$ cat src/rtl/core/pucl_pkg.sv
// Package for the per-user connection limit table.
// Sizes, opcodes, controller states and the structs shared by the core modules.
// No dependencies.
`default_nettype none

package pucl_pkg;

  localparam int TABLE_SIZE = 64;
  localparam int IDX_W      = (TABLE_SIZE > 1) ? $clog2(TABLE_SIZE) : 1;
  localparam int CNT_W      = $clog2(TABLE_SIZE + 1);
  localparam int PID_W      = 22;
  localparam int UID_W      = 32;
  localparam int CAP_W      = 16;
  localparam int OUT_CNT_W  = 7;
  localparam int OP_W       = 2;

  typedef logic [IDX_W-1:0]     idx_t;
  typedef logic [CNT_W-1:0]     cnt_t;
  typedef logic [PID_W-1:0]     pid_t;
  typedef logic [UID_W-1:0]     uid_t;
  typedef logic [CAP_W-1:0]     cap_t;
  typedef logic [OUT_CNT_W-1:0] out_cnt_t;

  localparam idx_t LAST_IDX  = idx_t'(TABLE_SIZE - 1);
  localparam cnt_t FULL_CNT  = cnt_t'(TABLE_SIZE);
  localparam cap_t CAP_RESET = cap_t'(8);
  localparam cap_t CAP_NONE  = '0;
  localparam pid_t FREE_PID  = '0;

  typedef enum logic [OP_W-1:0] {
    OP_QUERY  = 2'd0,
    OP_ADD    = 2'd1,
    OP_REMOVE = 2'd2,
    OP_CLEAR  = 2'd3
  } op_t;

  typedef enum logic [1:0] {
    ST_IDLE,
    ST_SCAN,
    ST_DONE
  } ctrl_state_t;

  typedef struct packed {
    pid_t pid;
    uid_t uid;
  } entry_t;

  localparam int ENTRY_W = $bits(entry_t);

  typedef struct packed {
    logic clear;
    logic set;
    idx_t set_idx;
    logic drop;
    idx_t drop_idx;
  } occ_cmd_t;

  typedef struct packed {
    logic has_free;
    idx_t free_idx;
    cnt_t count;
    logic full;
  } occ_stat_t;

  typedef struct packed {
    logic     allowed;
    out_cnt_t user_count;
    logic     add_failed;
    out_cnt_t slots_in_use;
  } result_t;

endpackage

`default_nettype wire

$ cat src/rtl/core/pucl_if.sv
// Request and response channel interfaces for the connection limit table.
// Depends on pucl_pkg.
`default_nettype none

interface pucl_req_if;
  logic              valid;
  logic              ready;
  logic [1:0]        opcode;
  pucl_pkg::pid_t    process_id;
  pucl_pkg::uid_t    user_id;

  modport source (output valid, output opcode, output process_id, output user_id,
                  input ready);
  modport sink   (input valid, input opcode, input process_id, input user_id,
                  output ready);
endinterface

interface pucl_rsp_if;
  logic                valid;
  logic                ready;
  logic                allowed;
  pucl_pkg::out_cnt_t  user_count;
  logic                add_failed;
  pucl_pkg::out_cnt_t  slots_in_use;

  modport source (output valid, output allowed, output user_count, output add_failed,
                  output slots_in_use, input ready);
  modport sink   (input valid, input allowed, input user_count, input add_failed,
                  input slots_in_use, output ready);
endinterface

`default_nettype wire

$ cat src/rtl/core/pucl_ram.sv
// Generic single-port-write, single-port-read RAM with registered read data.
// No dependencies.
`default_nettype none

module pucl_ram #(
  parameter int WIDTH = 8,
  parameter int DEPTH = 16
) (
  input  wire logic                                       clk,
  input  wire logic                                       we,
  input  wire logic [((DEPTH > 1) ? $clog2(DEPTH) : 1)-1:0] waddr,
  input  wire logic [WIDTH-1:0]                           wdata,
  input  wire logic [((DEPTH > 1) ? $clog2(DEPTH) : 1)-1:0] raddr,
  output logic      [WIDTH-1:0]                           rdata
);
  logic [WIDTH-1:0] mem [DEPTH];

  always_ff @(posedge clk) begin
    if (we) begin
      mem[waddr] <= wdata;
    end
    rdata <= mem[raddr];
  end

endmodule

`default_nettype wire

$ cat src/rtl/core/pucl_occ.sv
// Slot occupancy flags, first-free slot search and occupied slot count.
// Depends on pucl_pkg.
`default_nettype none

module pucl_occ (
  input  wire logic                clk,
  input  wire logic                rst,
  input  wire pucl_pkg::occ_cmd_t  cmd,
  input  wire pucl_pkg::idx_t      rd_idx,
  output logic                     rd_bit,
  output pucl_pkg::occ_stat_t      stat
);
  logic [pucl_pkg::TABLE_SIZE-1:0] occ;
  pucl_pkg::cnt_t                  count;

  always_ff @(posedge clk) begin
    if (rst || cmd.clear) begin
      occ   <= '0;
      count <= '0;
    end else begin
      if (cmd.set) begin
        occ[cmd.set_idx] <= 1'b1;
        count            <= count + pucl_pkg::cnt_t'(1);
      end else if (cmd.drop) begin
        occ[cmd.drop_idx] <= 1'b0;
        count             <= count - pucl_pkg::cnt_t'(1);
      end
    end
  end

  always_comb begin
    stat.free_idx = '0;
    for (int i = pucl_pkg::TABLE_SIZE - 1; i >= 0; i--) begin
      if (!occ[i]) begin
        stat.free_idx = pucl_pkg::idx_t'(i);
      end
    end
    stat.has_free = ~&occ;
    stat.count    = count;
    stat.full     = (count >= pucl_pkg::FULL_CNT);
    rd_bit        = occ[rd_idx];
  end

endmodule

`default_nettype wire

$ cat src/rtl/core/pucl_ctrl.sv
// Operation sequencer: accepts an item, writes adds, scans the slot RAM
// to count the user and free a process (not on clear), then presents the result.
// Depends on pucl_pkg.
`default_nettype none

module pucl_ctrl (
  input  wire logic                 clk,
  input  wire logic                 rst,
  input  wire logic                 in_valid,
  output logic                      in_ready,
  input  wire logic [1:0]           in_opcode,
  input  wire pucl_pkg::pid_t       in_pid,
  input  wire pucl_pkg::uid_t       in_uid,
  input  wire pucl_pkg::cap_t       cap,
  output logic                      res_valid,
  input  wire logic                 res_take,
  output pucl_pkg::result_t         res,
  output logic                      ram_we,
  output pucl_pkg::idx_t            ram_waddr,
  output pucl_pkg::entry_t          ram_wdata,
  output pucl_pkg::idx_t            ram_raddr,
  input  wire pucl_pkg::entry_t     ram_rdata,
  output pucl_pkg::occ_cmd_t        occ_cmd,
  output pucl_pkg::idx_t            occ_rd_idx,
  input  wire logic                 occ_rd_bit,
  input  wire pucl_pkg::occ_stat_t  occ_stat
);
  pucl_pkg::ctrl_state_t state, state_next;
  pucl_pkg::op_t         op;
  pucl_pkg::op_t         in_op;
  pucl_pkg::pid_t        pid;
  pucl_pkg::uid_t        uid;
  pucl_pkg::idx_t        addr;
  logic                  issuing;
  logic                  d_valid;
  pucl_pkg::idx_t        d_idx;
  pucl_pkg::cnt_t        ucount;
  logic                  removed;
  logic                  failed;
  logic                  accept;
  logic                  add_try;
  logic                  hit_u;
  logic                  hit_p;

  always_comb begin
    in_op      = pucl_pkg::op_t'(in_opcode);
    accept     = (state == pucl_pkg::ST_IDLE) && in_valid;
    add_try    = (in_op == pucl_pkg::OP_ADD) && (cap != pucl_pkg::CAP_NONE) &&
                 (in_pid != pucl_pkg::FREE_PID);
    hit_u      = d_valid && occ_rd_bit && (ram_rdata.uid == uid);
    hit_p      = d_valid && occ_rd_bit && (op == pucl_pkg::OP_REMOVE) &&
                 (pid != pucl_pkg::FREE_PID) && !removed && (ram_rdata.pid == pid);

    state_next = state;
    in_ready   = (state == pucl_pkg::ST_IDLE);
    res_valid  = (state == pucl_pkg::ST_DONE);
    ram_we     = 1'b0;
    ram_waddr  = occ_stat.free_idx;
    ram_wdata  = '{pid: in_pid, uid: in_uid};
    ram_raddr  = addr;
    occ_rd_idx = d_idx;
    occ_cmd    = '0;
    occ_cmd.set_idx  = occ_stat.free_idx;
    occ_cmd.drop_idx = d_idx;

    case (state)
      pucl_pkg::ST_IDLE: begin
        if (in_valid) begin
          if (in_op == pucl_pkg::OP_CLEAR) begin
            occ_cmd.clear = 1'b1;
            state_next    = pucl_pkg::ST_DONE;
          end else begin
            state_next = pucl_pkg::ST_SCAN;
          end
          if (add_try && occ_stat.has_free) begin
            ram_we      = 1'b1;
            occ_cmd.set = 1'b1;
          end
        end
      end
      pucl_pkg::ST_SCAN: begin
        occ_cmd.drop = hit_p;
        if (d_valid && (d_idx == pucl_pkg::LAST_IDX)) begin
          state_next = pucl_pkg::ST_DONE;
        end
      end
      pucl_pkg::ST_DONE: begin
        if (res_take) begin
          state_next = pucl_pkg::ST_IDLE;
        end
      end
      default: begin
        state_next = pucl_pkg::ST_IDLE;
      end
    endcase

    res.allowed      = (op == pucl_pkg::OP_QUERY) &&
                       ((cap == pucl_pkg::CAP_NONE) || occ_stat.full ||
                        (pucl_pkg::cap_t'(ucount) < cap));
    res.user_count   = pucl_pkg::out_cnt_t'(ucount);
    res.add_failed   = failed;
    res.slots_in_use = pucl_pkg::out_cnt_t'(occ_stat.count);
  end

  always_ff @(posedge clk) begin
    if (rst) begin
      state   <= pucl_pkg::ST_IDLE;
      issuing <= 1'b0;
      d_valid <= 1'b0;
    end else begin
      state <= state_next;
      if (accept) begin
        issuing <= (in_op != pucl_pkg::OP_CLEAR);
        d_valid <= 1'b0;
      end else if (state == pucl_pkg::ST_SCAN) begin
        d_valid <= issuing;
        if (issuing && (addr == pucl_pkg::LAST_IDX)) begin
          issuing <= 1'b0;
        end
      end else begin
        issuing <= 1'b0;
        d_valid <= 1'b0;
      end
    end
  end

  always_ff @(posedge clk) begin
    if (accept) begin
      op      <= in_op;
      pid     <= in_pid;
      uid     <= in_uid;
      addr    <= '0;
      ucount  <= '0;
      removed <= 1'b0;
      failed  <= add_try && !occ_stat.has_free;
    end else if (state == pucl_pkg::ST_SCAN) begin
      if (issuing) begin
        addr <= addr + pucl_pkg::idx_t'(1);
      end
      d_idx <= addr;
      if (hit_p) begin
        removed <= 1'b1;
      end else if (hit_u) begin
        ucount <= ucount + pucl_pkg::cnt_t'(1);
      end
    end
  end

endmodule

`default_nettype wire

$ cat src/rtl/core/per_user_connection_limit_table.sv
// Per-user connection limit table, top level.
// Query, add and remove scan every slot, one read per slot through the RAM's single
// read port; clear skips the scan. A new item is accepted only once the previous
// result has been taken into the output register.
// Reset: synchronous; cap returns to 8, all slots read as free, no clearing pass.
// Depends on pucl_pkg, pucl_if, pucl_ram, pucl_occ and pucl_ctrl.
`default_nettype none

module per_user_connection_limit_table (
  input  wire logic                 clk,
  input  wire logic                 rst,
  input  wire logic                 cfg_wr_en,
  input  wire pucl_pkg::cap_t       cfg_wr_data,
  pucl_req_if.sink                  req,
  pucl_rsp_if.source                rsp
);
  pucl_pkg::cap_t      max_per_user;
  logic                res_valid;
  logic                res_take;
  pucl_pkg::result_t   res;
  logic                ram_we;
  pucl_pkg::idx_t      ram_waddr;
  pucl_pkg::entry_t    ram_wdata;
  pucl_pkg::idx_t      ram_raddr;
  pucl_pkg::entry_t    ram_rdata;
  pucl_pkg::occ_cmd_t  occ_cmd;
  pucl_pkg::idx_t      occ_rd_idx;
  logic                occ_rd_bit;
  pucl_pkg::occ_stat_t occ_stat;
  logic                out_valid;

  always_ff @(posedge clk) begin
    if (rst) begin
      max_per_user <= pucl_pkg::CAP_RESET;
    end else if (cfg_wr_en) begin
      max_per_user <= cfg_wr_data;
    end
  end

  pucl_ram #(
    .WIDTH (pucl_pkg::ENTRY_W),
    .DEPTH (pucl_pkg::TABLE_SIZE)
  ) u_ram (
    .clk   (clk),
    .we    (ram_we),
    .waddr (ram_waddr),
    .wdata (ram_wdata),
    .raddr (ram_raddr),
    .rdata (ram_rdata)
  );

  pucl_occ u_occ (
    .clk    (clk),
    .rst    (rst),
    .cmd    (occ_cmd),
    .rd_idx (occ_rd_idx),
    .rd_bit (occ_rd_bit),
    .stat   (occ_stat)
  );

  pucl_ctrl u_ctrl (
    .clk        (clk),
    .rst        (rst),
    .in_valid   (req.valid),
    .in_ready   (req.ready),
    .in_opcode  (req.opcode),
    .in_pid     (req.process_id),
    .in_uid     (req.user_id),
    .cap        (max_per_user),
    .res_valid  (res_valid),
    .res_take   (res_take),
    .res        (res),
    .ram_we     (ram_we),
    .ram_waddr  (ram_waddr),
    .ram_wdata  (ram_wdata),
    .ram_raddr  (ram_raddr),
    .ram_rdata  (ram_rdata),
    .occ_cmd    (occ_cmd),
    .occ_rd_idx (occ_rd_idx),
    .occ_rd_bit (occ_rd_bit),
    .occ_stat   (occ_stat)
  );

  assign res_take = res_valid && (!out_valid || rsp.ready);

  always_ff @(posedge clk) begin
    if (rst) begin
      out_valid <= 1'b0;
    end else if (res_take) begin
      out_valid <= 1'b1;
    end else if (rsp.ready) begin
      out_valid <= 1'b0;
    end
  end

  always_ff @(posedge clk) begin
    if (res_take) begin
      rsp.allowed      <= res.allowed;
      rsp.user_count   <= res.user_count;
      rsp.add_failed   <= res.add_failed;
      rsp.slots_in_use <= res.slots_in_use;
    end
  end

  assign rsp.valid = out_valid;

endmodule

`default_nettype wire
$ cat src/flat_wrapper.sv
// flat-port wrapper written by rule: the top's interface ports become plain ports
module per_user_connection_limit_table_flat 
  (clk, rst, cfg_wr_en, cfg_wr_data, req_valid, req_opcode, req_process_id, req_user_id, req_ready, rsp_valid, rsp_allowed, rsp_user_count, rsp_add_failed, rsp_slots_in_use, rsp_ready);
  pucl_req_if req_i ();
  pucl_rsp_if rsp_i ();
  input  wire logic clk;
  input  wire logic rst;
  input  wire logic cfg_wr_en;
  input  wire pucl_pkg::cap_t cfg_wr_data;
  input wire logic [$bits(req_i.valid)-1:0] req_valid;
  input wire logic [$bits(req_i.opcode)-1:0] req_opcode;
  input wire logic [$bits(req_i.process_id)-1:0] req_process_id;
  input wire logic [$bits(req_i.user_id)-1:0] req_user_id;
  output wire logic [$bits(req_i.ready)-1:0] req_ready;
  output wire logic [$bits(rsp_i.valid)-1:0] rsp_valid;
  output wire logic [$bits(rsp_i.allowed)-1:0] rsp_allowed;
  output wire logic [$bits(rsp_i.user_count)-1:0] rsp_user_count;
  output wire logic [$bits(rsp_i.add_failed)-1:0] rsp_add_failed;
  output wire logic [$bits(rsp_i.slots_in_use)-1:0] rsp_slots_in_use;
  input wire logic [$bits(rsp_i.ready)-1:0] rsp_ready;
  assign req_i.valid = req_valid;
  assign req_i.opcode = req_opcode;
  assign req_i.process_id = req_process_id;
  assign req_i.user_id = req_user_id;
  assign req_ready = req_i.ready;
  assign rsp_valid = rsp_i.valid;
  assign rsp_allowed = rsp_i.allowed;
  assign rsp_user_count = rsp_i.user_count;
  assign rsp_add_failed = rsp_i.add_failed;
  assign rsp_slots_in_use = rsp_i.slots_in_use;
  assign rsp_i.ready = rsp_ready;
  per_user_connection_limit_table u_core (.clk(clk), .rst(rst), .cfg_wr_en(cfg_wr_en), .cfg_wr_data(cfg_wr_data), .req(req_i), .rsp(rsp_i));
endmodule
$ cat config.mk
export PLATFORM = sky130hd
export DESIGN_NAME = per_user_connection_limit_table_flat
export DESIGN_NICKNAME = d
export VERILOG_FILES = /design/src/rtl/core/pucl_pkg.sv /design/src/rtl/core/pucl_if.sv /design/src/rtl/core/pucl_ram.sv /design/src/rtl/core/pucl_occ.sv /design/src/rtl/core/pucl_ctrl.sv /design/src/rtl/core/per_user_connection_limit_table.sv /design/src/flat_wrapper.sv
export SDC_FILE = /design/constraint.sdc
export NUM_CORES = 2
export LEC_CHECK = 0
export BUFFER_PORTS_ARGS = -buffer_cell sky130_fd_sc_hd__buf_2
export CORE_MARGIN = 3
export CORE_UTILIZATION = 51
export CTS_CLUSTER_DIAMETER = 30
export DETAILED_ROUTE_END_ITERATION = 7
export PLACE_DENSITY = 0.65
export REMOVE_ABC_BUFFERS = 1
export SYNTH_ARGS = -nofsm -noshare
export SYNTH_HDL_FRONTEND = slang
export SYNTH_HIERARCHICAL = 1
export SYNTH_SLANG_ARGS = --single-unit
$ cat constraint.sdc
create_clock -name clk -period 10.7 [get_ports clk]
set_input_delay 2.14 -clock clk [delete_from_list [all_inputs] [get_ports clk]]
set_output_delay 2.14 -clock clk [all_outputs]
set_load 0.02 [all_outputs]
### Word level (Yosys, flattened, before mapping)

Memories as Yosys holds them, arrays and structs flattened. A register that Yosys moved wholly into a read port is not among the register bits.
Cells that the tools add are included.

* equality and inequality tests: 14
* muxes and demuxes: 93
* bitwise logic cells: 6
* $add $sub $neg: 4
* $lt $le $gt $ge: 6
* reductions and logical operators: 39

Operators with widths (count)
* $mux W6: 64
* $mux W64: 2
* $and A64 B64 Y64: 1
* $not A64 Y64: 1
* $or A64 B64 Y64: 1
* $reduce_and A64 Y1: 1
* $reduce_bool A22 Y1: 2
* $eq A32 B32 Y1: 1
* $eq A22 B22 Y1: 1
* $logic_and A1 B1 Y1: 17
* $logic_not A16 Y1: 1
* $lt A7 B16 Y1: 1
* $reduce_bool A16 Y1: 1
* $mux W1: 15
* $add A7 B1 Y7 const B: 2
* $lt A6 B7 Y1 const B: 2
* $mux W7: 2
* $demux W1 S6: 2
* $eq A6 B6 Y1 const B: 2
* $ge A6 B1 Y1 const B: 2
* $mux W2: 6
* $ne A2 B2 Y1 const B: 4
* $ge A7 B7 Y1 const B: 1
* $sub A7 B1 Y7 const B: 1
* 14 further kinds: 29

* memories: 1
* bits in writable memories: 3456
* output and inout port bits: 18
* word-level logic and storage cells: 182
* flip-flop bits (word level): 185
* bits of input ports: 77

Memories
* u_core.u_ram.mem: depth 64, width 54, rd ports 1, clocked after Yosys merged registers in 1, wr ports 1, RTL line pucl_ram.sv:16 `logic [WIDTH-1:0] mem [DEPTH];`

### Logic depth before layout (Yosys ltp)

* word-level depth: 70
* gate-level depth with buffers: 21
* gate-level depth less buffers: 15

### Cells and area by module

The synthesis kept the hierarchy.

By module, submodules not included
* pucl_ram: area each 132146.7 um^2, times used 1, seq. area each 104860.6 um^2, cells each 5494
* pucl_occ: area each 4526.8 um^2, times used 1, seq. area each 1421.4 um^2, cells each 596
* pucl_ctrl: area each 4267.8 um^2, times used 1, seq. area each 2252.2 um^2, cells each 363
* per_user_connection_limit_table: area each 1104.8 um^2, times used 1, seq. area each 820.8 um^2, cells each 73

### Least setup slack after synthesis

OpenSTA, ideal clock, no wires.

* path kind: input port to flip-flop
* start point: input req_process_id[3]
* end point: memory u_core/u_ram/mem[48][0] (netlist bit) (enable)
* slack: 2882 ps
* data required time: 10168 ps
* cell stages on the path: 8
* buffers on the path: 0
* data arrival time: 7286 ps
* setup time: 532 ps
* path through: nor4_1 -> nand4_1 -> nor4_1 -> or4b_2 -> nor2_1 -> nor2b_1 -> nand4b_1 -> nor3_1

* longest elaborated chain between the ends: 8

Ends and longest elaborated chain
* start, declared: RTL line flat_wrapper.sv:12 `input wire logic [$bits(req_i.process_id)-1:0] req_process_id;`
* $reduce_bool A22 Y1: RTL line pucl_ctrl.sv:49 `(in_pid != pucl_pkg::FREE_PID);`
* $logic_and A1 B1 Y1: RTL line pucl_ctrl.sv:48 `add_try = (in_op == pucl_pkg::OP_ADD) && (cap != pucl_pkg::CAP_NONE) &&`
* $logic_and A1 B1 Y1: RTL line pucl_ctrl.sv:75 `if (add_try && occ_stat.has_free) begin`
* $mux W1: RTL line pucl_ctrl.sv:75
* $mux W1: RTL line pucl_ctrl.sv:68 `if (in_valid) begin`
* $mux W1: RTL line pucl_ctrl.sv:66 `case (state)`
* named net u_core.ram_we: RTL line per_user_connection_limit_table.sv:21 `logic ram_we;`
* $mux W1: RTL line pucl_ram.sv:19 `if (we) begin`
* $mux W1 (not written as such): RTL line pucl_ram.sv:20 `mem[waddr] <= wdata;`
* end, declared: RTL line pucl_ram.sv:16

The timed path passes the listed nets, and every way through them passes these cells.

### Final worst setup path

* start point: input req_process_id[14]
* end point: memory u_core/u_ram/mem[46][7] (netlist bit) (enable)

Same word-level chain as after synthesis.

==> results.ini <==
[outcome]
status=finished clean

[pwr]
peakVddDrop_v=0.0001687
power.share.clock_pct=54.5
p_sw_share_pct=21.52
comb_power_share_pct=3.2
power_density_nw_per_um2=222.7
switchingPower_mw=8.117
power_leakage_nw=52.88
seqPwrFrac_pct=42.3
p_int_mw=29.60

[critical_path]
cp_cell_sequence=buf_2 -> buf_4 -> nor4_1 -> nand4_1 -> nor4_1 -> buf_4 -> or4b_2 -> nor2_1 -> nor2b_1 -> nand3_1 -> nor2_4 -> buf_4
cp_slowest_stage_delay_ns=1.10
r2r_slack_ns=5.12
end_kind=register
crit_path_frequent_cell=buf_4
cp_max_fo=66
slowest_stage=nor2_4
cp_data_arrival_time_ns=7.84
crit_type=in2reg
required_ns=11.34
startpoint_type=input port

[clocking]
cts_tree=built
cts_resized=0
clk_pin_slew_worst_paths_ns=0.05
cts_made_buffers=631
root_buffer=clkbuf_16
cts_sinks=3695
htree_levels=6
clockBufferDepth=4
cts_setup_buffers=0
insertion_delay_ns=1.02
cts_hold_buf=0

[floorplan]
io_pins=95
rows=193
core_um2=276700
chipHeight_um=533.8
start_util_pct=51.33
die_area_um2=284900
die_w_um=533.8

[routing]
avgRoutedWirePerCell_um=35.78
via_per_inst=6.528
num_vias=73710
drc=0
antenna_left=0
wirelength_um=404000
drtIter0Drc=10520
first_pass_iters=6

[timing]
final.min_clock_period_ns=7.202
drv_slew=0
fmax_mhz=138.8
rsz0062_at_grt=false
worst_slew_pin_slew_ns=1.470
fin_crit_sh_pct=67.31
finalHoldViolCount=0
finalSetupViolations=0
fin_worst_skew_ns=0.07160
maxSlewHeadroom_pct=1.772
finalSetupTns_ns=0

[yosys]
yosysSeqAreaShare_pct=76.99
syn_avg_cell_area_um2=21.77
syn-cell-area_um2=142000
yosys_register_bits=3695
yosys_warnings=6
synth_edf_count=3535
synth_area_leaders=edfxtp_1 (75%), mux4_2 (15%), dfxtp_1 (2.3%)
syn_inst=6526
synth_ff_type=edfxtp_1
synth.largest_area_cell=edfxtp_1
netlist-cell-type-count=69
synth_top_area_share_pct=74.73
ys_async_sr_fraction_pct=0

[final_layout]
layout_commonest_cell=edfxtp_1
final_util_pct=61.20
fin_nets=7132
drive_gt1_share_pct=32.18
fin_area_um2=169400
final_cell_mix=edfxtp_1 (3535), mux4_2 (940), clkbuf_16 (640), buf_4 (217), nand2_1 (173)
areaGrowthSynthToFinish_pct=19.23
stdcell_count=11290

[flow_run]
maxCapViolations=0

[place]
io_buffers=94
hpwl_um=235400
globalplace.congestion=0.8934
placed_area_um2=147200
dp_cells=10110

[global_route]
grt_max_degree=104
grt_pass1_vias=72900
grt_overflow=0
grt_antenna_before_repair=41
track_usage_pct=28.25
grt_pass1_wl_um=567900

[worst_hold_path]
hp-class=reg2reg

-- cells by family after synthesis --
| group | after synthesis | share of synthesized area (%) |
|---|---|---|
| compound gates | 593 | 2.552 |
| xor+xnor | 62 | 0.3823 |
| fa+ha+maj | 14 | 0.1286 |
| buf+inv | 456 | 1.799 |
| flops | 3695 | 76.99 |
| mux | 1071 | 16.02 |
| simple gates | 635 | 2.132 |
-- cell type report --
class	instances	area, um2
repair buffers	309	2405
flip-flops and latches	3695	109400
clock buffers	718	16390
fillers	18880	107400
diodes	8	20.02
multi-input cells	2375	30650
inverters	29	111.4
clock inverters	453	5773
well taps	3705	4636
-- registers in the layout (all words and copies together) (netlist names), 16 cells and up --
signal / count
u_core/u_occ/occ: 64
u_core/u_ram/rdata: 54
u_core/u_ctrl/uid: 32
u_core/max_per_user: 16
u_core/u_ram/mem: 3456
u_core/u_ctrl/pid: 22
-- stage by stage --
stage	power (mW)	hold slack, ns	worst slack [ns]
final	37.71	0.4243	3.498
after global routing	38.70	0.4350	3.551
after CTS	37.93	0.4214	3.703
after detailed placement	17.45	0.4143	2.635
after global placement	17.43	0.4071	2.830
after floorplan	17.68	0.4003	-29.27
-- synthesized netlist by cell type, drive strengths merged, types with 3 or more instances --
cell,instances
nand3b,10
a221oi,5
buf,284
or4,9
nand4,31
ha,13
nand2,175
a211oi,6
or3b,8
nand3,34
edfxtp,3535
xor2,24
o221a,8
o22ai,169
nand2b,27
o21ai,115
nor4,26
nor2b,18
nor3b,5
mux2,52
or3,10
clkbuf,143
xnor2,38
a21o,8
and3b,4
a31oi,29
or2,13
dfxtp,160
nor4b,3
o2111ai,3
mux4,953
o221ai,53
nor3,22
a22o,4
and2,12
o31ai,10
mux2i,66
inv,29
a21oi,168
nor2,222
-- worst max-delay path, delay by kind of cell --
kind | cells | cell delay (ns)
and+or+nand+nor | 8 | 4.22
buffers and inverters | 4 | 1.37
-- routing by layer --
metal / wire length (um) / share of wire (%) / vias to the layer above / GRT usage (%)
li1: - / - / 28700 / -
met1: 151700 / 38 / 39290 / 40.75
met2: 188000 / 47 / 5015 / 42.62
met3: 49710 / 12 / 704 / 7.030
met4: 14600 / 3.6 / 4 / 9.759
met5: 27 / 0.0067 / - / 0
-- final timing paths --
check | to | start | depth (start not counted)
min reg2reg | u_core/rsp.add_failed | u_core/u_ctrl/failed | 0
max | u_core/u_ram/mem[46][7] | req_process_id[14] | 12
max reg2reg | u_core/u_occ/occ[36] | u_core/u_ctrl/occ_rd_idx[3] | 13
min | u_core/rsp.add_failed | u_core/u_ctrl/failed | 0
-- power groups by stage --
stage / registers [mW] / clock network, mW / logic (mW)
finish: 16.0 / 20.5 / 1.21
detailed placement: 16.2 / 0 / 1.21
global route: 16.0 / 21.5 / 1.27
floorplan: 16.3 / 0 / 1.33
global placement: 16.2 / 0 / 1.20
CTS: 16.0 / 20.7 / 1.22
Power figures use the tool's default switching activity.
